## src/rtl/core/rpa_mul.sv

```systemverilog
// Shared signed 32 x 32 multiplier with registered product.
`default_nettype none
module rpa_mul (
  input  wire logic               clk,
  input  wire logic signed [31:0] a,
  input  wire logic signed [31:0] b,
  output logic signed [63:0]      p_r
);

  always_ff @(posedge clk) begin
    p_r <= a * b;
  end

endmodule
`default_nettype wire

```

## config.mk

```make
export PLATFORM = sky130hd
export DESIGN_NAME = rpa_mul
export DESIGN_NICKNAME = d
export VERILOG_FILES = /design/src/rtl/core/rpa_mul.sv
export SDC_FILE = /design/constraint.sdc
export NUM_CORES = 2
export LEC_CHECK = 0
export BUFFER_PORTS_ARGS = -buffer_cell sky130_fd_sc_hd__buf_2
export CORE_MARGIN = 4
export CORE_UTILIZATION = 30
export CTS_CLUSTER_SIZE = 20
export DETAILED_ROUTE_END_ITERATION = 10
export PLACE_DENSITY = 0.42
export SETUP_SLACK_MARGIN = 0.3
export SLEW_MARGIN = 15
export SYNTH_ARGS = -nofsm -noshare
export SYNTH_HDL_FRONTEND = slang
export SYNTH_SLANG_ARGS = --single-unit
```

## constraint.sdc

```tcl
create_clock -name clk -period 11.9 [get_ports clk]
set_input_delay 1.19 -clock clk [delete_from_list [all_inputs] [get_ports clk]]
set_output_delay 1.19 -clock clk [all_outputs]
set_load 0.01 [all_outputs]
```

# Word level (Yosys, flattened, before mapping)
# Cells that the tools add are included.
[totals]
ff_bits = 64
inputBits = 65
output_inout_bits = 64
wordCells = 2
[classes]
n_mul = 1
[op_table]
columns = ["op", "count"]
rows = [
  ["32-bit by 32-bit multiplier with 64-bit output", 1],
]

# Depth between registers and ports, before layout
[depth]
word_depth = 1
ltp_mapped = 28
mapped_depth_nobuf = 27

# Least setup slack after synthesis
# No wires, ideal clock.
[synth_path]
kind = "input-to-reg"
startpoint = "input b[2]"
endpoint = "register p_r[62]"
setup_ns = 0.072
arrival_time_ns = 8.379
t_required_ns = 11.828
slack_ns = 3.449
path_stages = 24
n_path_buf = 1
cell_sequence = "clkbuf_1 > nand2_1 > inv_1 > fa_1 > fa_1 > fa_1 > fa_1 > inv_1 > fa_1 > inv_1 > fa_1 > inv_1 > fa_1 > inv_1 > fa_1 > ha_1 > and3_1 > nand2_1 > or3_1 > o22a_1 > o211ai_1 > a31oi_1 > o31ai_1 > xor2_1"
[synth_via]
elab_chain_len = 1
[synth_lines]
columns = ["item", "line", "rtl"]
rows = [
  ["start: declaration", "6", "input wire logic signed [31:0] b,"],
  ["32-bit by 32-bit multiplier with 64-bit output", "11", "p_r <= a * b;"],
  ["end signal: assignment", "11", ""],
  ["end: declaration", "7", "output logic signed [63:0] p_r"],
]
# No other way between the ends.

# Final worst setup path
[layout_path]
startpoint = "input b[8]"
endpoint = "register p_r[63]"
# Same word-level chain as after synthesis.

==> metrics.md <==
| Metric | Value |
|---|---|
| Pre-CTS setup slack | `1.81 ns` |
| Die span in x | `about 360 µm` |
| Distinct cell type count after synthesis | `63` |
| Final instance area | `39,800 µm²` |
| Clock sink count | `64` |
| Syn_nets | `5,215` |
| TritonCTS Buffers | `9` |
| Critical path arrival | `9.84 ns` |
| Vias per Instance | `4.53` |
| Max Buffers Root-to-Sink | `2` |
| Clock root cell | `clkbuf_16` |
| Largest net degree at the start of global routing | `33` |
| ANT nets after route | `0` |
| Iter 0 DRT Violations | `1,103` |
| Max Slew Vio Count | `0` |
| Max FFs per register | `64` |
| Yosys warnings | `0` |
| Startpoint Class | `primary input` |
| Commonest non-fill, non-tap cell in the layout | `fa_1` |
| Worst setup path class | `in -> reg` |
| Number of top-level pins | `129` |
| Asr flop ratio synth | `0%` |
| Total number of vias | `25,000` |
| PortBufs | `128` |
| Nets | `5,195` |
| Hold buffer count at cts | `0` |
| Drt drc | `0` |
| Unrepaired setup endpoints after global routing | `no` |
| First-pass GRT wire length | `roughly 180,000 µm` |
| Core region area | `approximately 120,000 µm²` |
| Initial antenna violation count | `14` |
| CTS tree | `done` |
| Starting Density | `30.2%` |
| Share of cells above drive strength 1 | `5.35%` |
| Post-CTS Setup Inserts | `0` |
| Drt first pass iters | `5` |
| DIE AREA | `130,000 µm²` |
| Number of synthesized flops with an enable pin | `0` |
| Worst endpoint required time | `around 12 ns` |
| Period utilisation layout | `79.9%` |
| Setup violators final | `0` |
| Hold Vio Cnt, Final | `0` |
| Row count | `129` |
| Worst-margin pin slew | `1.12 ns` |
| Fin worst setup slack | `2.39 ns` |
| GRT overflow | `0` |
| Mapped Cells | `3,884` |
| Outcome | `finished, final reports clean` |
| Max Fclk | `105 MHz` |
| Vias in the first global route | `a little under 30,000` |
| Die Ht | `between 300 and 400 µm` |
| Final setup TNS | `0 ns` |
| DRT Wirelength | `117,000 µm` |
| Hpwl dp | `95,600 µm` |
| Worst Path Max Fanout | `19` |
| Dominant synthesized flop cell | `dfxtp_1` |
| Tmin final | `9.51 ns` |
| Most frequent cells in the layout | `fa_1, inv_1, and2_1` |
| Syn avg cell area | `about 9.6 µm²` |
| Max-Cap Viols | `0` |
| Post-CTS sizing | `0` |
| DP Area | `39,500 µm²` |
| Biggest regs | `p_r: 64 flops` |
| Rel. slew slack | `about 25%` |
| Mapped Area | `37,200 µm²` |
| GRT Total Usage | `18.8%` |
| Crit-path most repeated cell | `fa_1` |
| Post-synthesis sequential area ratio | `3.44%` |
| CP endpoint kind | `register` |
| Worst hold path class | `in -> reg` |
| Most flop-heavy register | `p_r` |
| WL/cell | `around 21 µm` |
| H-tree depth | `3` |
| Clock transition at the registers of the reported paths | `0.07 ns` |
| CP max stage cell | `a211oi_2` |
| Area growth syn-to-layout | `6.95%` |
| Synth Register Bits | `64` |
| Peak per-stage delay on the critical path | `0.98 ns` |
| Final GP Congestion | `0.793` |
## critical path: cells and delay by family
family                     cells  cell delay (ns)
xor gates and xnor gates       1             0.12
adders and majority gates      9             4.35
and+or+nand+nor                3             0.40
buffers and inverters          7             1.05
AOI/OAI and AO/OA              7             2.68
## synth_stat cells, types with 23 or more instances
| cell | n | area (µm²) |
|---|---|---|
| clkbuf_1 | 195 | 732 |
| ha_1 | 184 | 2300 |
| nand2_1 | 511 | 1920 |
| a21oi_1 | 68 | 340 |
| inv_1 | 952 | 3570 |
| xnor2_1 | 53 | 464 |
| nor2_1 | 42 | 158 |
| dfxtp_1 | 64 | 1280 |
| o21ai_0 | 28 | 140 |
| a21o_1 | 23 | 173 |
| fa_1 | 1082 | 21700 |
| and2_1 | 516 | 3230 |
## per-stage QoR
step | cells | utilization [%] | hold slack (ns)
2_1_floorplan | 3884 | - | 1.32
3_3_place_gp | 5490 | 32.0 | 1.59
3_5_place_dp | 5490 | 32.0 | 1.58
4_1_cts | 5506 | 32.2 | 1.23
5_1_grt | 5506 | 32.2 | 1.26
6_report | 5515 | 32.3 | 1.26
## per-layer routing
layer | vias to the layer above | track usage (%) | share of wire (%)
met5 | - | 0 | 0.023
met4 | 4 | 4.11 | 2.1
met3 | 93 | 2.05 | 3.1
met2 | 365 | 33.9 | 52
met1 | 13500 | 24.3 | 43
li1 | 11000 | - | -
## path summary, 6_finish.rpt
check	to	startpoint	slack [ns]	cells past startpoint
setup / recovery	p_r[63]$_DFF_P_	b[8]	2.39	27
hold / removal	p_r[0]$_DFF_P_	a[0]	1.26	2
## logic make-up after synthesis
family | after synthesis | synth area share, %
adder cells (fa/ha/maj) | 1266 | 64.3
buffers and inverters | 1152 | 11.6
AND/OR/NAND/NOR | 1134 | 15.4
AO/OA/AOI/OAI | 193 | 3.46
XOR/XNOR | 75 | 1.76
flip-flops | 64 | 3.44
## cell type report
type | count | area [µm²]
Antenna cell | 9 | 22.5
Clock buffer | 11 | 243
Clock inverter | 5 | 80.1
Fill cell | 13000 | 83600
Inverter | 952 | 3570
Multi-Input combinational cell | 2668 | 31600
Sequential cell | 64 | 1280
Tap cell | 1637 | 2050
Timing Repair Buffer | 169 | 948
Power is left out: the tool's default activity adds up to more than one toggle a clock period on the data nets, which glitch-free logic cannot reach.
