## src/rtl/core/rpa_pkg.sv

```systemverilog
// Shared types, constants and tables of the rose path two-link arm solver.
`default_nettype none
package rpa_pkg;

  localparam int ANGLE_FRAC_BITS = 6;
  localparam int ANG_SHIFT       = 16 - ANGLE_FRAC_BITS;
  localparam int KTH_SHIFT       = 12 + ANGLE_FRAC_BITS - 16;
  localparam int CORDIC_STEPS    = 16;

  localparam logic [16:0] PHASE_WRAP = 17'(720 << ANGLE_FRAC_BITS);

  localparam logic signed [31:0] FULL_TURN    = 32'sd23592960;
  localparam logic signed [31:0] HALF_TURN    = 32'sd11796480;
  localparam logic signed [31:0] QUARTER_TURN = 32'sd5898240;
  localparam logic signed [31:0] GAIN_INV     = 32'sd652032874;
  localparam logic [30:0]        ONE_Q30      = 31'd1073741824;

  typedef enum logic [2:0] {
    CFG_CENTRE_X   = 3'd0,
    CFG_CENTRE_Y   = 3'd1,
    CFG_UPPER_LINK = 3'd2,
    CFG_LOWER_LINK = 3'd3,
    CFG_PETAL_AMP  = 3'd4,
    CFG_PETAL_K    = 3'd5,
    CFG_PHASE_STEP = 3'd6
  } rpa_cfg_idx_t;

  typedef enum logic [5:0] {
    ST_IDLE, ST_KMUL, ST_KRED0, ST_KRED,
    ST_TRIG1, ST_TRIG1W, ST_TRIG2, ST_TRIG2W,
    ST_M_AMP, ST_M_X, ST_M_XC, ST_M_YS, ST_M_XX, ST_M_YY, ST_M_L1, ST_M_L2,
    ST_SQ1, ST_SQ1W, ST_M_DEN, ST_DEN, ST_CMP, ST_DIVW,
    ST_M_QQ, ST_SQ2, ST_SQ2W, ST_AT1, ST_AT1W, ST_AT2, ST_AT2W,
    ST_TRIG3, ST_TRIG3W, ST_M_EX, ST_M_EY, ST_EYC, ST_AT3, ST_AT3W, ST_DONE
  } rpa_state_t;

  typedef enum logic [1:0] {CD_IDLE, CD_NORM, CD_ITER, CD_DONE} rpa_cd_state_t;
  typedef enum logic [1:0] {SD_IDLE, SD_RUN, SD_DONE} rpa_sd_state_t;

  typedef struct packed {
    logic start;
    logic vec;
  } rpa_cd_ctl_t;

  typedef struct packed {
    logic start;
    logic is_div;
  } rpa_sd_ctl_t;

  // arctan(2^-i) in 2^-16 degree
  function automatic logic [21:0] atan_step(input logic [3:0] i);
    logic [21:0] t;
    unique case (i)
      4'd0:  t = 22'd2949120;
      4'd1:  t = 22'd1740967;
      4'd2:  t = 22'd919879;
      4'd3:  t = 22'd466945;
      4'd4:  t = 22'd234379;
      4'd5:  t = 22'd117305;
      4'd6:  t = 22'd58666;
      4'd7:  t = 22'd29335;
      4'd8:  t = 22'd14668;
      4'd9:  t = 22'd7334;
      4'd10: t = 22'd3667;
      4'd11: t = 22'd1833;
      4'd12: t = 22'd917;
      4'd13: t = 22'd458;
      4'd14: t = 22'd229;
      4'd15: t = 22'd115;
      default: t = 22'd0;
    endcase
    return t;
  endfunction

endpackage
`default_nettype wire

```

## src/rtl/core/rpa_sqdiv.sv

```systemverilog
// Shared bit-serial unit: floor square root and restoring fraction divide.
`default_nettype none
module rpa_sqdiv (
  input  wire logic        clk,
  input  wire logic        rst_n,
  input  wire rpa_pkg::rpa_sd_ctl_t ctl,
  input  wire logic [63:0] a_in,
  input  wire logic [44:0] den_in,
  output logic             done,
  output logic [31:0]      res_out
);

  rpa_pkg::rpa_sd_state_t state_r, state_nxt;
  logic [63:0] v_r, res_r;
  logic [44:0] den_r;
  logic [4:0]  cnt_r;
  logic        div_r;

  logic [63:0] sbit, trial, r2;
  logic        sq_ge, dv_ge;

  assign sbit  = 64'd1 << {cnt_r, 1'b0};
  assign trial = res_r + sbit;
  assign sq_ge = v_r >= trial;
  assign r2    = {v_r[62:0], 1'b0};
  assign dv_ge = r2 >= {19'd0, den_r};

  always_comb begin
    state_nxt = state_r;
    unique case (state_r)
      rpa_pkg::SD_IDLE: if (ctl.start) state_nxt = rpa_pkg::SD_RUN;
      rpa_pkg::SD_RUN:  if (cnt_r == '0) state_nxt = rpa_pkg::SD_DONE;
      rpa_pkg::SD_DONE: state_nxt = rpa_pkg::SD_IDLE;
      default: state_nxt = rpa_pkg::SD_IDLE;
    endcase
  end

  always_comb begin
    done    = (state_r == rpa_pkg::SD_DONE);
    res_out = res_r[31:0];
  end

  always_ff @(posedge clk) begin
    if (!rst_n) begin
      state_r <= rpa_pkg::SD_IDLE;
    end else begin
      state_r <= state_nxt;
    end
  end

  always_ff @(posedge clk) begin
    if (state_r == rpa_pkg::SD_IDLE && ctl.start) begin
      v_r   <= a_in;
      den_r <= den_in;
      res_r <= '0;
      div_r <= ctl.is_div;
      cnt_r <= ctl.is_div ? 5'd29 : 5'd31;
    end else if (state_r == rpa_pkg::SD_RUN) begin
      cnt_r <= cnt_r - 5'd1;
      if (div_r) begin
        res_r <= {res_r[62:0], dv_ge};
        v_r   <= dv_ge ? r2 - {19'd0, den_r} : r2;
      end else if (sq_ge) begin
        v_r   <= v_r - trial;
        res_r <= (res_r >> 1) + sbit;
      end else begin
        res_r <= res_r >> 1;
      end
    end
  end

endmodule
`default_nettype wire

```

## config.mk

```make
export PLATFORM = sky130hd
export DESIGN_NAME = rpa_sqdiv
export DESIGN_NICKNAME = d
export VERILOG_FILES = /design/src/rtl/core/rpa_pkg.sv /design/src/rtl/core/rpa_sqdiv.sv
export SDC_FILE = /design/constraint.sdc
export NUM_CORES = 1
export LEC_CHECK = 0
export BUFFER_PORTS_ARGS = -buffer_cell sky130_fd_sc_hd__buf_2
export CAP_MARGIN = 40
export CORE_MARGIN = 2
export CORE_UTILIZATION = 30
export CTS_BUF_LIST = sky130_fd_sc_hd__clkbuf_4
export DETAILED_ROUTE_END_ITERATION = 10
export GPL_TIMING_DRIVEN = 1
export PLACE_DENSITY_LB_ADDON = 0.25
export SLEW_MARGIN = 40
export SYNTH_ARGS = -nofsm -noshare
export SYNTH_HDL_FRONTEND = slang
export SYNTH_SLANG_ARGS = --single-unit
```

## constraint.sdc

```tcl
create_clock -name clk -period 16.96 [get_ports clk]
set_input_delay 0.848 -clock clk [delete_from_list [all_inputs] [get_ports clk]]
set_output_delay 0.848 -clock clk [all_outputs]
set_load 0.05 [all_outputs]
```

# After elaboration in Yosys (flattened, before gate mapping)
# Index checks and enable logic that the tools add are counted.
# Widths: inputs -> output; s select.
[word_totals]
regBits = 181
input_bits = 113
out_inout_bits = 33
[classes]
add_sub_neg = 5
order_cmp = 2
n_eq_ne = 4
shift = 1
mux = 13
reduce_logical = 7
[ops]
columns = ["op", "count"]
rows = [
  ["$mux 64", 7],
  ["$add 63x64->64", 1],
  ["$add 64x64->64", 1],
  ["$ge 64x45->1", 1],
  ["$ge 64x64->1", 1],
  ["$shl 1x6->64 const A", 1],
  ["$sub 64x45->64", 1],
  ["$sub 64x64->64", 1],
  ["$mux 5", 2],
  ["$mux 2", 3],
  ["$logic_not 5->1", 1],
  ["$sub 5x1->5 const B", 1],
  ["$ne 2x2->1 const B", 2],
  ["$pmux 2 s2", 1],
  ["$reduce_and 2->1", 2],
  ["$reduce_bool 3->1", 1],
  ["$eq 2x1->1 const B", 1],
  ["$eq 2x2->1 const B", 1],
  ["$logic_not 2->1", 1],
  ["$reduce_bool 2->1", 1],
  ["$logic_and 1x1->1", 1],
]

# Logic depth before layout (Yosys ltp)
[depth]
word_depth = 7
mapped_depth = 31
depth_no_buf = 29

# Worst setup path after synthesis
# No wires, ideal clock.
[synth_path]
path_type = "reg2reg"
from = "reg cnt_r[0]"
to = "reg v_r[0] (enable)"
setup_ns = 0.507
arrival_time_ns = 8.851
required_ns = 16.453
path_slack_ns = 7.602
stages_incl_launch_ff = 27
n_path_buf = 3
path_cell_list = "edfxtp_1 inv_1 ha_1 nand2b_1 nor2_1 ha_1 nand4_1 nor4_1 and2_1 a211oi_1 o41a_1 o21bai_1 a31o_2 nand2_1 o21ai_1 a21oi_1 xor2_1 ha_1 clkbuf_1 nand4_1 or2_2 or3_1 o31ai_1 o22ai_1 clkbuf_1 clkbuf_1 a21oi_1"
[synth_between]
elab_chain_len = 5
[synth_lines]
columns = ["item", "line", "source"]
rows = [
  ["start: declaration", "rpa_sqdiv.sv:16", "logic [4:0] cnt_r;"],
  ["start signal: assignment", "rpa_sqdiv.sv:57", "cnt_r <= ctl.is_div ? 5'd29 : 5'd31;"],
  ["start signal: assignment", "rpa_sqdiv.sv:59", "cnt_r <= cnt_r - 5'd1;"],
  ["$shl 1x6->64", "rpa_sqdiv.sv:22", "assign sbit = 64'd1 << {cnt_r, 1'b0};"],
  ["$add 64x64->64", "rpa_sqdiv.sv:23", "assign trial = res_r + sbit;"],
  ["$ge 64x64->1", "rpa_sqdiv.sv:24", "assign sq_ge = v_r >= trial;"],
  ["$reduce_bool 3->1 (no source line)", "--", ""],
  ["$reduce_and 2->1 (no source line)", "--", ""],
  ["end signal: assignment", "rpa_sqdiv.sv:53", "v_r <= a_in;"],
  ["end signal: assignment", "rpa_sqdiv.sv:62", "v_r <= dv_ge ? r2 - {19'd0, den_r} : r2;"],
  ["end signal: assignment", "rpa_sqdiv.sv:64", "v_r <= v_r - trial;"],
  ["end: declaration", "rpa_sqdiv.sv:14", "logic [63:0] v_r, res_r;"],
]
# Every way passes these cells.
# A chain may end at the register's enable or synchronous reset.

# Worst setup path in the final report
[layout_path]
from = "reg cnt_r[0]"
to = "reg res_r[54]"
[layout_between]
elab_chain_len = 5
word_cells_on_any_way = 6
cone_classes = "add/sub: 2; order compare: 1; shift: 1; mux: 2"
[layout_lines]
columns = ["item", "line", "source"]
rows = [
  ["$shl 1x6->64 *", "rpa_sqdiv.sv:22", ""],
  ["$add 64x64->64", "rpa_sqdiv.sv:23", ""],
  ["$ge 64x64->1", "rpa_sqdiv.sv:24", ""],
  ["$mux 64 *", "rpa_sqdiv.sv:63", "end else if (sq_ge) begin"],
  ["$mux 64 *", "rpa_sqdiv.sv:60", "if (div_r) begin"],
  ["end signal: assignment", "rpa_sqdiv.sv:61", "res_r <= {res_r[62:0], dv_ge};"],
  ["end signal: assignment", "rpa_sqdiv.sv:65", "res_r <= (res_r >> 1) + sbit;"],
  ["end signal: assignment", "rpa_sqdiv.sv:67", "res_r <= res_r >> 1;"],
  ["end: declaration", "rpa_sqdiv.sv:14", ""],
]
# Every way passes the cells marked *; elsewhere a longest branch is shown, timed or not.

==> impl_metrics.ini <==
[status]
run_status = finished clean

[sta]
final_hold_viol_count = 0
finalMaxSlewViolations = 0
max_clock_freq_mhz = 134
finalClockSkew_ns = 0.0300
final_min_period_over_clock_period_pct = 44.0
worst_slew_pin_slew_ns = 0.837
rsz_0062_raised_after_global_routing = no
slew-limit-headroom_pct = 44.2
timing.final.ws_setup_ns = 9.50
fin_crit_ns = 7.46
finalSetupViolations = 0
setup_tns_ns = 0

[job]
max-cap-violations = 0

[global_routing]
grt.overflow.total = 0
antenna_found_initial = 2
grt_max_degree = 68
first_pass_grt_wire_length_um = 104000
number_of_global_route_vias_before_repair = 18400
global_route.usage.total_pct = 19.6

[clocking]
clock_tree_from_tritoncts = built
clk-insertion-delay-late_ns = 0.80
clockBufferDepth = 2
cts-htree-levels = 4
cts_resized = 0
postCtsHoldBufs = 0
cts_inserted_buffers = 17
cts.sink_count = 181
clkTransAtPathRegs_ns = 0.18
root_buffer = clkbuf_4
cts.repair_timing.setup_buffer_count = 0

[critical_path]
timing.critical_path.to_type = flip-flop
critPathSlowestCell = o22a_4
worst_ep_arrival_time_ns = 8.20
setup.worst_path.class = reg2reg
critical_path.n_buffers_inverters = 1
worst-endpoint-required_ns = 17.70
cell_family_with_the_largest_share_of_critical_path_delay = compound AO/OA/AOI/OAI gates
cpMostUsedCell = ha_1
slowest_delay_ns = 0.66
critical_path.startpoint_type = flip-flop
worst-r2r-cell-count = 26
crit_fanout = 53
count_of_cell_instances_traversed_by_the_critical_path = 26

[placement]
placer_congestion = 0.920
dp_hpwl_um = 53100
i_o_buffers = 145
pre_cts_ws_ns = 9.64

[pwr]
power.static_leakage_nw = 8.04
peakVddDrop_uv = 110
p_total_w = 0.00395
power.density_nw_per_um2 = 187

[logic_synthesis]
synth_top_area_share_pct = 17.6
synth_enable_flop_cells = 115
synth_flop_cell = edfxtp_1
yosys.cell_count.top_type = nor2_1
synthesis.nets = 2811
synth_area_per_cell_sq_um = 7.81
synth_area_leader_cell = edfxtp_1
most_area_consuming_cells_after_synthesis = edfxtp_1 18%, ha_1 11%, dfxtp_1 6.7%
synth.distinct_cells = 84
postSynthCellCount = 2518
seq_area_frac_synth_pct = 24.3
proportion_of_register_bits_with_asynchronous_set_or_reset_after_synthesis_pct = 0
netlist_area_sq_um = 19700
yosys-top-cells-count = 233 x nor2_1, 231 x nand2_1, 203 x a21oi_1, 194 x o21ai_0, 178 x ha_1
synth_seq_cells = 181
synthesis.yosys.warnings = 0

[finish]
fin_nets = 2803
fillCellCount = 6943
synthToLayoutAreaGrowth_pct = 7.58
area_taken_by_multi_input_logic_gates_sq_um = 13800
final-seq-area_sq_um = 4770
drive_gt1_share_pct = 9.87

[drt]
postRouteAntennaNets = 0
drt_drc_violations_left = 0
drt_initial_violations = 1543
vias_per_cell = 5.58
drt_pass1_iterations = 6
routed_via_count = 18900
route.final.wire_length_um = 67600
wl_per_cell_um = 20.0

[min_path]
timing.hold.worst_path_depth = 1
hp-class = in2reg

[floorplan]
floorplan.die_area_sq_um = 67600
coreArea_sq_um = 64600
ios = 146
die_h_um = 260
std_cell_rows = 93
start_util_pct = 30.5
die_width_um = 260
registers in the layout (all words and copies together), names as in the netlist:
register	count
res_r	64
div_r	1
cnt_r	5
v_r	64
den_r	45
state_r	2
kinds of logic after synthesis:
family / Yosys count / synth area share (%)
compound gates: 896 / 29.5
xor+xnor: 234 / 10.4
mux: 16 / 0.821
simple gates: 737 / 17.4
fa+ha+maj: 182 / 11.6
buf+inv: 272 / 5.96
flops: 181 / 24.3
placed cells by master (no fill, tap or decap), types with 12 or more instances in the layout:
cell,n
nor2b_1,28
o211ai_1,33
mux2i_1,15
xor2_1,112
nor3_1,28
o21bai_1,40
ha_1,178
o22ai_1,13
and2_1,21
a221o_1,19
o21ai_1,21
nand4_1,53
nand2b_1,21
a21o_1,73
a31o_2,14
xnor2_1,122
and3_1,19
nor2_1,230
nand3_1,44
dfxtp_1,66
inv_1,85
a211oi_1,34
clkbuf_4,18
a31oi_1,79
a22oi_1,48
edfxtp_1,115
nand2_1,229
a21oi_1,201
o21a_1,28
or2_2,12
or3_1,13
o21ai_0,194
buf_2,145
power breakdown:
| part | internal, W | leakage, nW | switching (W) |
|---|---|---|---|
| sequential | 0.000652 | 1.65 | 0.000253 |
| combinational | 0.00107 | 6.22 | 0.00168 |
| clock | 0.000108 | 0.171 | 0.000191 |
| total | 0.00183 | 8.04 | 0.00212 |
stage by stage:
stage	area, sq um	util [%]	hold WS [ns]	std cells
3_3_place_gp	20800	32.2	0.546	3346
3_5_place_dp	20800	32.2	0.587	3346
6_report	21200	32.8	0.209	3385
2_1_floorplan	19700	-	0.501	2518
5_1_grt	21200	32.8	0.105	3385
4_1_cts	21100	32.7	0.121	3378
final timing paths:
path | startpoint | endpoint | slack [ns]
setup / recovery | cnt_r[0] | res_r[54] | 9.50
hold / removal | den_in[28] | den_r[28] | 0.21
hold reg to reg | res_r[62] | res_r[62] | 0.60
setup reg to reg | cnt_r[0] | res_r[54] | 9.50
area by class of cell:
cell class	instances	area share [%]
clock buffer	18	0.639
antenna	7	0.0828
timing repair buffer	158	3.93
clock inverter	14	0.869
inverter	87	1.55
tap	855	5.06
sequential	181	22.6
multi-input combinational	2065	65.3
metal layers:
layer  GRT usage (%)  part of all wire [%]  up-vias
met3            3.25                   5.0       75
li1                -                     -     9252
met5               0                     0        -
met2            34.7                    49      507
met4            5.91                   2.3        0
met1            24.3                    43     9056
Power figures use the tool's default switching activity.
