==> config.mk <==
export PLATFORM = sky130hd
export DESIGN_NAME = rpa_cordic
export DESIGN_NICKNAME = d
export VERILOG_FILES = /design/src/rtl/core/rpa_pkg.sv /design/src/rtl/core/rpa_cordic.sv
export SDC_FILE = /design/constraint.sdc
export NUM_CORES = 2
export LEC_CHECK = 0
export BUFFER_PORTS_ARGS = -buffer_cell sky130_fd_sc_hd__buf_2
export CORE_AREA = 5 5 231 289
export DETAILED_ROUTE_END_ITERATION = 6
export DIE_AREA = 0 0 236 294
export GPL_TIMING_DRIVEN = 0
export PLACE_DENSITY = 0.73
export SLEW_MARGIN = 20
export SYNTH_ARGS = -nofsm -noshare
export SYNTH_HDL_FRONTEND = slang
export SYNTH_SLANG_ARGS = --single-unit
==> constraint.sdc <==
create_clock -name clk -period 12.2 [get_ports clk]
set_clock_uncertainty 0.15 [all_clocks]
set_input_delay 0.61 -clock clk [delete_from_list [all_inputs] [get_ports clk]]
set_output_delay 0.61 -clock clk [all_outputs]
set_load 0.1 [all_outputs]
==> src/rtl/core/rpa_pkg.sv <==
// Shared types, constants and tables of the rose path two-link arm solver.
`default_nettype none
package rpa_pkg;

  localparam int ANGLE_FRAC_BITS = 6;
  localparam int ANG_SHIFT       = 16 - ANGLE_FRAC_BITS;
  localparam int KTH_SHIFT       = 12 + ANGLE_FRAC_BITS - 16;
  localparam int CORDIC_STEPS    = 16;

  localparam logic [16:0] PHASE_WRAP = 17'(720 << ANGLE_FRAC_BITS);

  localparam logic signed [31:0] FULL_TURN    = 32'sd23592960;
  localparam logic signed [31:0] HALF_TURN    = 32'sd11796480;
  localparam logic signed [31:0] QUARTER_TURN = 32'sd5898240;
  localparam logic signed [31:0] GAIN_INV     = 32'sd652032874;
  localparam logic [30:0]        ONE_Q30      = 31'd1073741824;

  typedef enum logic [2:0] {
    CFG_CENTRE_X   = 3'd0,
    CFG_CENTRE_Y   = 3'd1,
    CFG_UPPER_LINK = 3'd2,
    CFG_LOWER_LINK = 3'd3,
    CFG_PETAL_AMP  = 3'd4,
    CFG_PETAL_K    = 3'd5,
    CFG_PHASE_STEP = 3'd6
  } rpa_cfg_idx_t;

  typedef enum logic [5:0] {
    ST_IDLE, ST_KMUL, ST_KRED0, ST_KRED,
    ST_TRIG1, ST_TRIG1W, ST_TRIG2, ST_TRIG2W,
    ST_M_AMP, ST_M_X, ST_M_XC, ST_M_YS, ST_M_XX, ST_M_YY, ST_M_L1, ST_M_L2,
    ST_SQ1, ST_SQ1W, ST_M_DEN, ST_DEN, ST_CMP, ST_DIVW,
    ST_M_QQ, ST_SQ2, ST_SQ2W, ST_AT1, ST_AT1W, ST_AT2, ST_AT2W,
    ST_TRIG3, ST_TRIG3W, ST_M_EX, ST_M_EY, ST_EYC, ST_AT3, ST_AT3W, ST_DONE
  } rpa_state_t;

  typedef enum logic [1:0] {CD_IDLE, CD_NORM, CD_ITER, CD_DONE} rpa_cd_state_t;
  typedef enum logic [1:0] {SD_IDLE, SD_RUN, SD_DONE} rpa_sd_state_t;

  typedef struct packed {
    logic start;
    logic vec;
  } rpa_cd_ctl_t;

  typedef struct packed {
    logic start;
    logic is_div;
  } rpa_sd_ctl_t;

  // arctan(2^-i) in 2^-16 degree
  function automatic logic [21:0] atan_step(input logic [3:0] i);
    logic [21:0] t;
    unique case (i)
      4'd0:  t = 22'd2949120;
      4'd1:  t = 22'd1740967;
      4'd2:  t = 22'd919879;
      4'd3:  t = 22'd466945;
      4'd4:  t = 22'd234379;
      4'd5:  t = 22'd117305;
      4'd6:  t = 22'd58666;
      4'd7:  t = 22'd29335;
      4'd8:  t = 22'd14668;
      4'd9:  t = 22'd7334;
      4'd10: t = 22'd3667;
      4'd11: t = 22'd1833;
      4'd12: t = 22'd917;
      4'd13: t = 22'd458;
      4'd14: t = 22'd229;
      4'd15: t = 22'd115;
      default: t = 22'd0;
    endcase
    return t;
  endfunction

endpackage
`default_nettype wire

==> src/rtl/core/rpa_cordic.sv <==
// Iterative CORDIC unit: rotation for cosine/sine, vectoring for atan2.
`default_nettype none
module rpa_cordic (
  input  wire logic               clk,
  input  wire logic               rst_n,
  input  wire rpa_pkg::rpa_cd_ctl_t ctl,
  input  wire logic signed [49:0] x_in,
  input  wire logic signed [49:0] y_in,
  input  wire logic signed [31:0] z_in,
  output logic                    done,
  output logic signed [31:0]      cos_out,
  output logic signed [31:0]      sin_out,
  output logic signed [31:0]      ang_out
);

  rpa_pkg::rpa_cd_state_t state_r, state_nxt;
  logic signed [49:0] x_r, y_r, mx_r;
  logic signed [31:0] z_r, base_r;
  logic               flip_r, vec_r;
  logic [3:0]         i_r;

  logic               triv;
  logic signed [49:0] ax_in, ay_in, mx_in, xs, ys, xneg, yneg;
  logic               norm_lo, norm_hi, turn_neg;
  logic signed [31:0] tstep, z1;

  assign triv  = ctl.vec && (y_in == '0 || x_in == '0);
  assign ax_in = x_in[49] ? -x_in : x_in;
  assign ay_in = y_in[49] ? -y_in : y_in;
  assign mx_in = (ax_in > ay_in) ? ax_in : ay_in;
  // track the scale on its own so odd negative values do not skew the stop test
  assign norm_lo = mx_r < (50'sd1 <<< 30);
  assign norm_hi = mx_r >= (50'sd1 <<< 31);
  assign xs = x_r >>> i_r;
  assign ys = y_r >>> i_r;
  assign turn_neg = vec_r ? (y_r > 0) : z_r[31];
  assign tstep = 32'(rpa_pkg::atan_step(i_r));
  assign z1 = (z_in > rpa_pkg::HALF_TURN) ? z_in - rpa_pkg::FULL_TURN : z_in;
  assign xneg = -x_r;
  assign yneg = -y_r;

  always_comb begin
    state_nxt = state_r;
    unique case (state_r)
      rpa_pkg::CD_IDLE: begin
        if (ctl.start) begin
          if (triv) state_nxt = rpa_pkg::CD_DONE;
          else if (ctl.vec) state_nxt = rpa_pkg::CD_NORM;
          else state_nxt = rpa_pkg::CD_ITER;
        end
      end
      rpa_pkg::CD_NORM: if (!norm_lo && !norm_hi) state_nxt = rpa_pkg::CD_ITER;
      rpa_pkg::CD_ITER: if (i_r == 4'(rpa_pkg::CORDIC_STEPS - 1)) state_nxt = rpa_pkg::CD_DONE;
      rpa_pkg::CD_DONE: state_nxt = rpa_pkg::CD_IDLE;
      default: state_nxt = rpa_pkg::CD_IDLE;
    endcase
  end

  always_comb begin
    done    = (state_r == rpa_pkg::CD_DONE);
    cos_out = flip_r ? xneg[31:0] : x_r[31:0];
    sin_out = flip_r ? yneg[31:0] : y_r[31:0];
    ang_out = base_r + z_r;
  end

  always_ff @(posedge clk) begin
    if (!rst_n) begin
      state_r <= rpa_pkg::CD_IDLE;
    end else begin
      state_r <= state_nxt;
    end
  end

  always_ff @(posedge clk) begin
    unique case (state_r)
      rpa_pkg::CD_IDLE: begin
        if (ctl.start) begin
          i_r   <= '0;
          vec_r <= ctl.vec;
          if (ctl.vec) begin
            flip_r <= 1'b0;
            mx_r   <= mx_in;
            if (y_in == '0) begin
              base_r <= '0;
              z_r    <= x_in[49] ? rpa_pkg::HALF_TURN : '0;
            end else if (x_in == '0) begin
              base_r <= '0;
              z_r    <= y_in[49] ? -rpa_pkg::QUARTER_TURN : rpa_pkg::QUARTER_TURN;
            end else if (x_in[49]) begin
              // mirror into the right half plane
              x_r    <= -x_in;
              y_r    <= -y_in;
              z_r    <= '0;
              base_r <= y_in[49] ? -rpa_pkg::HALF_TURN : rpa_pkg::HALF_TURN;
            end else begin
              x_r    <= x_in;
              y_r    <= y_in;
              z_r    <= '0;
              base_r <= '0;
            end
          end else begin
            x_r    <= 50'(rpa_pkg::GAIN_INV);
            y_r    <= '0;
            base_r <= '0;
            if (z1 > rpa_pkg::QUARTER_TURN) begin
              z_r    <= z1 - rpa_pkg::HALF_TURN;
              flip_r <= 1'b1;
            end else if (z1 < -rpa_pkg::QUARTER_TURN) begin
              z_r    <= z1 + rpa_pkg::HALF_TURN;
              flip_r <= 1'b1;
            end else begin
              z_r    <= z1;
              flip_r <= 1'b0;
            end
          end
        end
      end
      rpa_pkg::CD_NORM: begin
        if (norm_lo) begin
          x_r  <= x_r <<< 1;
          y_r  <= y_r <<< 1;
          mx_r <= mx_r <<< 1;
        end else if (norm_hi) begin
          x_r  <= x_r >>> 1;
          y_r  <= y_r >>> 1;
          mx_r <= mx_r >>> 1;
        end
      end
      rpa_pkg::CD_ITER: begin
        i_r <= i_r + 4'd1;
        if (turn_neg) begin
          x_r <= x_r + ys;
          y_r <= y_r - xs;
          z_r <= z_r + tstep;
        end else begin
          x_r <= x_r - ys;
          y_r <= y_r + xs;
          z_r <= z_r - tstep;
        end
      end
      default: begin
      end
    endcase
  end

endmodule
`default_nettype wire

# Word level (Yosys, flattened, before mapping)
# Memory sizes are Yosys's and may differ from the RTL's. A register that Yosys moved wholly into a read port is not among the register bits.
# Cells that the tools add are included.
# op_classes
n_addsub	15
multipliers	0
div	0
order_cmp	7
n_eq_ne	12
shift	2
n_mux	51
bitwise	2
n_reduce_logical	19
# ops
cell	n
$mux W50	19
$mux W32	12
$pmux W50 S3	2
$mux W49	3
$add A50 B50 Y50	2
$logic_not A50 Y1	2
$neg A50 Y50	2
$pmux W50 S2	1
$sshr A50 B4 Y50	2
$sub A50 B50 Y50	2
$neg A32 Y32	2
$pmux W32 S2	1
$ge A50 B33 Y1 const B	1
$gt A50 B1 Y1 const B	1
$gt A50 B50 Y1	1
$lt A50 B32 Y1 const B	1
$add A32 B23 Y32	1
$add A32 B25 Y32 const B	1
$add A32 B32 Y32	1
$gt A32 B24 Y1 const B	1
$gt A32 B25 Y1 const B	1
$lt A32 B24 Y1 const B	1
$sub A32 B23 Y32	1
$sub A32 B25 Y32 const B	1
other kinds (25)	46
# totals
ff_bits	222
latch_bits	0
ramBits	0
mem_bits_ro	352
out_inout_bits	97
wordCells	121
n_memories	1
# memory_table
memory	depth	word_bits	rd	rd_ports_with_merged_regs	wr	line	source
(no name shown)	16	22	1	1	0	rpa_pkg.sv:53	unique case (i)

# Depth between registers and ports, before layout
# depth
depth_word	8
ltp_mapped	32
depth_no_buf	25

# Worst setup path before layout
# Ideal clock, no wire load.
# synth_path
kind	in2reg
start	input y_in[0]
end	register x_r[0] (enable)
arrival_time_ns	8.995
t_required_ns	11.350
slack_ns	2.354
path_stages	10
path_buffers	0
cell_sequence	inv_1 ha_1 or3b_2 nor4_1 nand3_1 nand3b_1 nor2_1 o21ai_1 inv_1 a211oi_1
# synth_between
elab_chain_len	3
# synth_lines
item	line	source
start, declared	rpa_cordic.sv:8	input wire logic signed [49:0] y_in,
$logic_not A50 Y1	rpa_cordic.sv:83	if (y_in == '0) begin
$ne A3 B3 Y1 (no source line)	--	
$reduce_and A5 Y1 (no source line)	--	
end signal, assigned	rpa_cordic.sv:91	x_r <= -x_in;
end signal, assigned	rpa_cordic.sv:96	x_r <= x_in;
end signal, assigned	rpa_cordic.sv:102	x_r <= 50'(rpa_pkg::GAIN_INV);
end, declared	rpa_cordic.sv:17	logic signed [49:0] x_r, y_r, mx_r;
# Every way passes these cells.
# A chain may end at the register's enable or synchronous reset.

# Final worst setup path
# layout_path
start	register i_r[3]
end	register y_r[45] (data pin)
# layout_between
elab_chain_len	4
elab_cells_between_ends	5
# layout_lines
item	line	source
start, declared	rpa_cordic.sv:20	logic [3:0] i_r;
start signal, assigned	rpa_cordic.sv:130	i_r <= i_r + 4'd1;
$sshr A50 B4 Y50 *	rpa_cordic.sv:34	assign xs = x_r >>> i_r;
$add A50 B50 Y50 / $sub A50 B50 Y50 (equally long branches)	rpa_cordic.sv:137, rpa_cordic.sv:133	
$mux W50 *	rpa_cordic.sv:131	if (turn_neg) begin
$pmux W50 S3 *	rpa_cordic.sv:75	unique case (state_r)
end signal, assigned	rpa_cordic.sv:92	y_r <= -y_in;
end signal, assigned	rpa_cordic.sv:133	y_r <= y_r - xs;
end signal, assigned	rpa_cordic.sv:137	y_r <= y_r + xs;
end, declared	rpa_cordic.sv:17	
# Every way passes the cells marked *; elsewhere a longest branch is shown, timed or not.

==> metrics <==
Reg2Reg Setup Slack=a little under 0.5 ns; # IOs=approximately 230; first-pass GRT wire length=244000 um; synth warn=0; crit path max fanout=10; Placement Cell Area=about 37000 um2; post-CTS sizing=0; Synth Net Count=4853; fin. max-slew vios=0; number of flops mapped to enable cells by yosys=between 150 and 200; die width=roughly 240 um; Post-CTS Hold Buffers=0; I/O Buffers=approximately 230; Root Driver=clkbuf_16; fin cells=about 5600; sequential element share of the synthesized area=18.0%; remaining antenna violation count=0; DR DRC count=34; CTS tree=built; period utilisation layout=between 90% and 100%; Rows=104; Synth cell types=approximately 120; Worst-path clk slew=0.07 ns; ys async rst share=0%; cell area after synthesis=between 30000 and 40000 um2; Final Hold Vio Count=0; highest clock rate=85.4 MHz; most frequent cells in the layout=719 x nand2_1, 370 x a21oi_1, 355 x o21ai_0; synthesized area per cell=~7.7 um2; GP Congestion=roughly 1.1; CTS Buffer Depth=3; hpwl dp=136000 um; CP Capture Type=flip-flop; # nets final=just over 5000; Post-CTS Setup Inserts=0; Inst Count DP=5579; vias per cell=roughly 7; initial antenna violation count=17; TritonCTS buffer count=23; WP data arrival=about 12 ns; fin crit period=between 10 and 15 ns; worst endpoint required time=approximately 12 ns; max-cap violations=0; Filler cells=roughly 6100; Finished Cell Area=37800 um2; RSZ-0062 raised after global routing=no; CTS H-tree lvls=1; hold crit path type=in -> reg; area leader, netlist=edfxtp_1; FF-to-FF Start=i_r[3]; violated checks=DRC; r2r endpoint=y_r[45]; Vias=roughly 39000; wire per inst=30.6 um; CP max-delay cell=clkbuf_1; Hold Path Cell Cnt=1; final worst slack=around 0.5 ns; Worst setup SP type=flip-flop; Post-Route WL=roughly 170000 um; Die Ht=between 200 and 300 um; Global Route Usage Sum=roughly 47%; dpl ws=approximately 1.4 ns; DRT iter0 DRCs=roughly 5300; Die Area=between 60000 and 70000 um2; CTS sink cnt=between 200 and 250; Initial Util=between 50% and 60%; Overflow after GRT=0; origin of the worst min-delay path=ctl[0]; # setup viols final=0; first-pass detailed-route iteration total=7; clk_lat worst skew=approximately 0.57 ns; worst relative slew slack=a little over an eighth; final core utilization=59.2%; Area Overhead vs Synth=9.27%; synthesis-stage register bit count=between 200 and 250; core box area=between 60000 and 70000 um2; largest net degree at the start of global routing=33; area share of the largest cell type after synthesis=between 10% and 20%; worst slew pin tran=1.30 ns; type of the worst setup path=reg -> reg; worst hold endpoint=vec_r; most common cell after layout, fill and taps aside=nand2_1; R2R depth=25; outcome=complete, but fails checks; Slowest Stage Delay on Critical Path=around 0.94 ns; synthesized instance count=between 4000 and 5000; top cells by area, synth=edfxtp_1 17%, ha_1 7.9%, nand2_1 7.8%, xnor2_1 6.0%, a21oi_1 5.3%; CP most frequent cell=clkbuf_1; Primary FF master, synth=edfxtp_1; layout cells sized above 1=12.3%; vias in the first global route=about 37000
## layer usage
layer / routed length [um] / vias up / GRT usage, %
li1: - / 17038 / -
met5: 92 / - / 0
met4: 17700 / 14 / 36.8
met3: 22100 / 888 / 13.8
met1: 59800 / 18166 / 54.6
met2: 72500 / 3017 / 72.1
## cell families (layout without fill, tap and decap cells)
family                   after synthesis  after routing  share of synthesized area (%)
AO/OA/AOI/OAI                       1358           1358                           24.8
flip-flops                           215            215                           18.0
buffers and inverters                461            740                           5.84
other                                  0              8                              0
adder cells (fa/ha/maj)              223            223                           8.15
XOR/XNOR                             452            452                           11.5
multiplexers                         324            324                           12.1
AND/OR/NAND/NOR                     1461           1461                           19.6
## cell type report
class / count / area (um2) / area share, %
Multi-Input combinational cell: 3818 / 26400 / 69.9
Sequential cell: 215 / 6220 / 16.4
Buffer: 335 / 1560 / 4.12
Timing Repair Buffer: 237 / 1280 / 3.39
Tap cell: 848 / 1060 / 2.80
Clock buffer: 24 / 579 / 1.53
Inverter: 126 / 473 / 1.25
Clock inverter: 18 / 213 / 0.562
Antenna cell: 8 / 20.0 / 0.0529
## worst max-delay path by stage
stage / cells past startpoint / start / endpoint / slack [ns]
2_1_floorplan: 10 / y_in[0] / x_r[0] / 2.35
3_3_place_gp: 11 / y_in[0] / y_r[47] / -2.61
3_5_place_dp: 26 / i_r[3] / y_r[46] / 1.37
4_1_cts: 26 / i_r[3] / y_r[46] / 1.32
5_1_grt: 30 / i_r[3] / y_r[46] / 0.31
6_report: 25 / i_r[3] / y_r[45] / 0.49
## state kept, by name (all words and copies together), names as in the netlist
signal   flops
tstep       22
base_r       3
flip_r       1
vec_r        1
i_r          4
z_r         32
x_r         50
state_r      2
y_r         50
mx_r        50
## Yosys cell counts, types with 13 or more instances
master,number
a21o_1,101
nand2b_1,43
and2_1,39
o41ai_1,24
mux4_2,52
nor2b_1,31
buf_6,13
nand4_1,30
o211ai_1,25
o21bai_1,20
or2_2,18
dfxtp_1,24
clkbuf_1,231
nor4_1,33
buf_1,35
edfxtp_1,191
o22ai_1,67
o21ai_0,355
mux2_2,89
a221oi_1,15
ha_1,219
nand3_1,71
and3_1,27
a21oi_1,370
xor2_1,211
or4_1,31
buf_2,19
o21a_1,32
nand2_1,719
a32oi_1,13
mux2i_1,167
a211oi_1,34
xnor2_1,239
or3_1,58
o31ai_1,65
o21ai_1,16
a2111oi_0,13
a31oi_1,50
nor3_1,59
buf_4,31
nor2_1,242
inv_1,122
## critical path: cells and delay by family (launching register included)
family,cells,cell delay (ns)
buf+inv,7,5.35
xor+xnor,2,0.84
flops,1,0.34
fa+ha+maj,2,0.69
simple gates,5,1.71
compound gates,9,2.30
## metrics by stage
step           hold slack (ns)  setup TNS, ns
6_report                0.0863              0
5_1_grt                 0.0847              0
4_1_cts                 0.0794              0
3_5_place_dp             0.412              0
3_3_place_gp             0.407        -254.88
2_1_floorplan            0.385              0
Power is left out: the tool's default activity adds up to more than one toggle a clock period on the data nets, which glitch-free logic cannot reach.
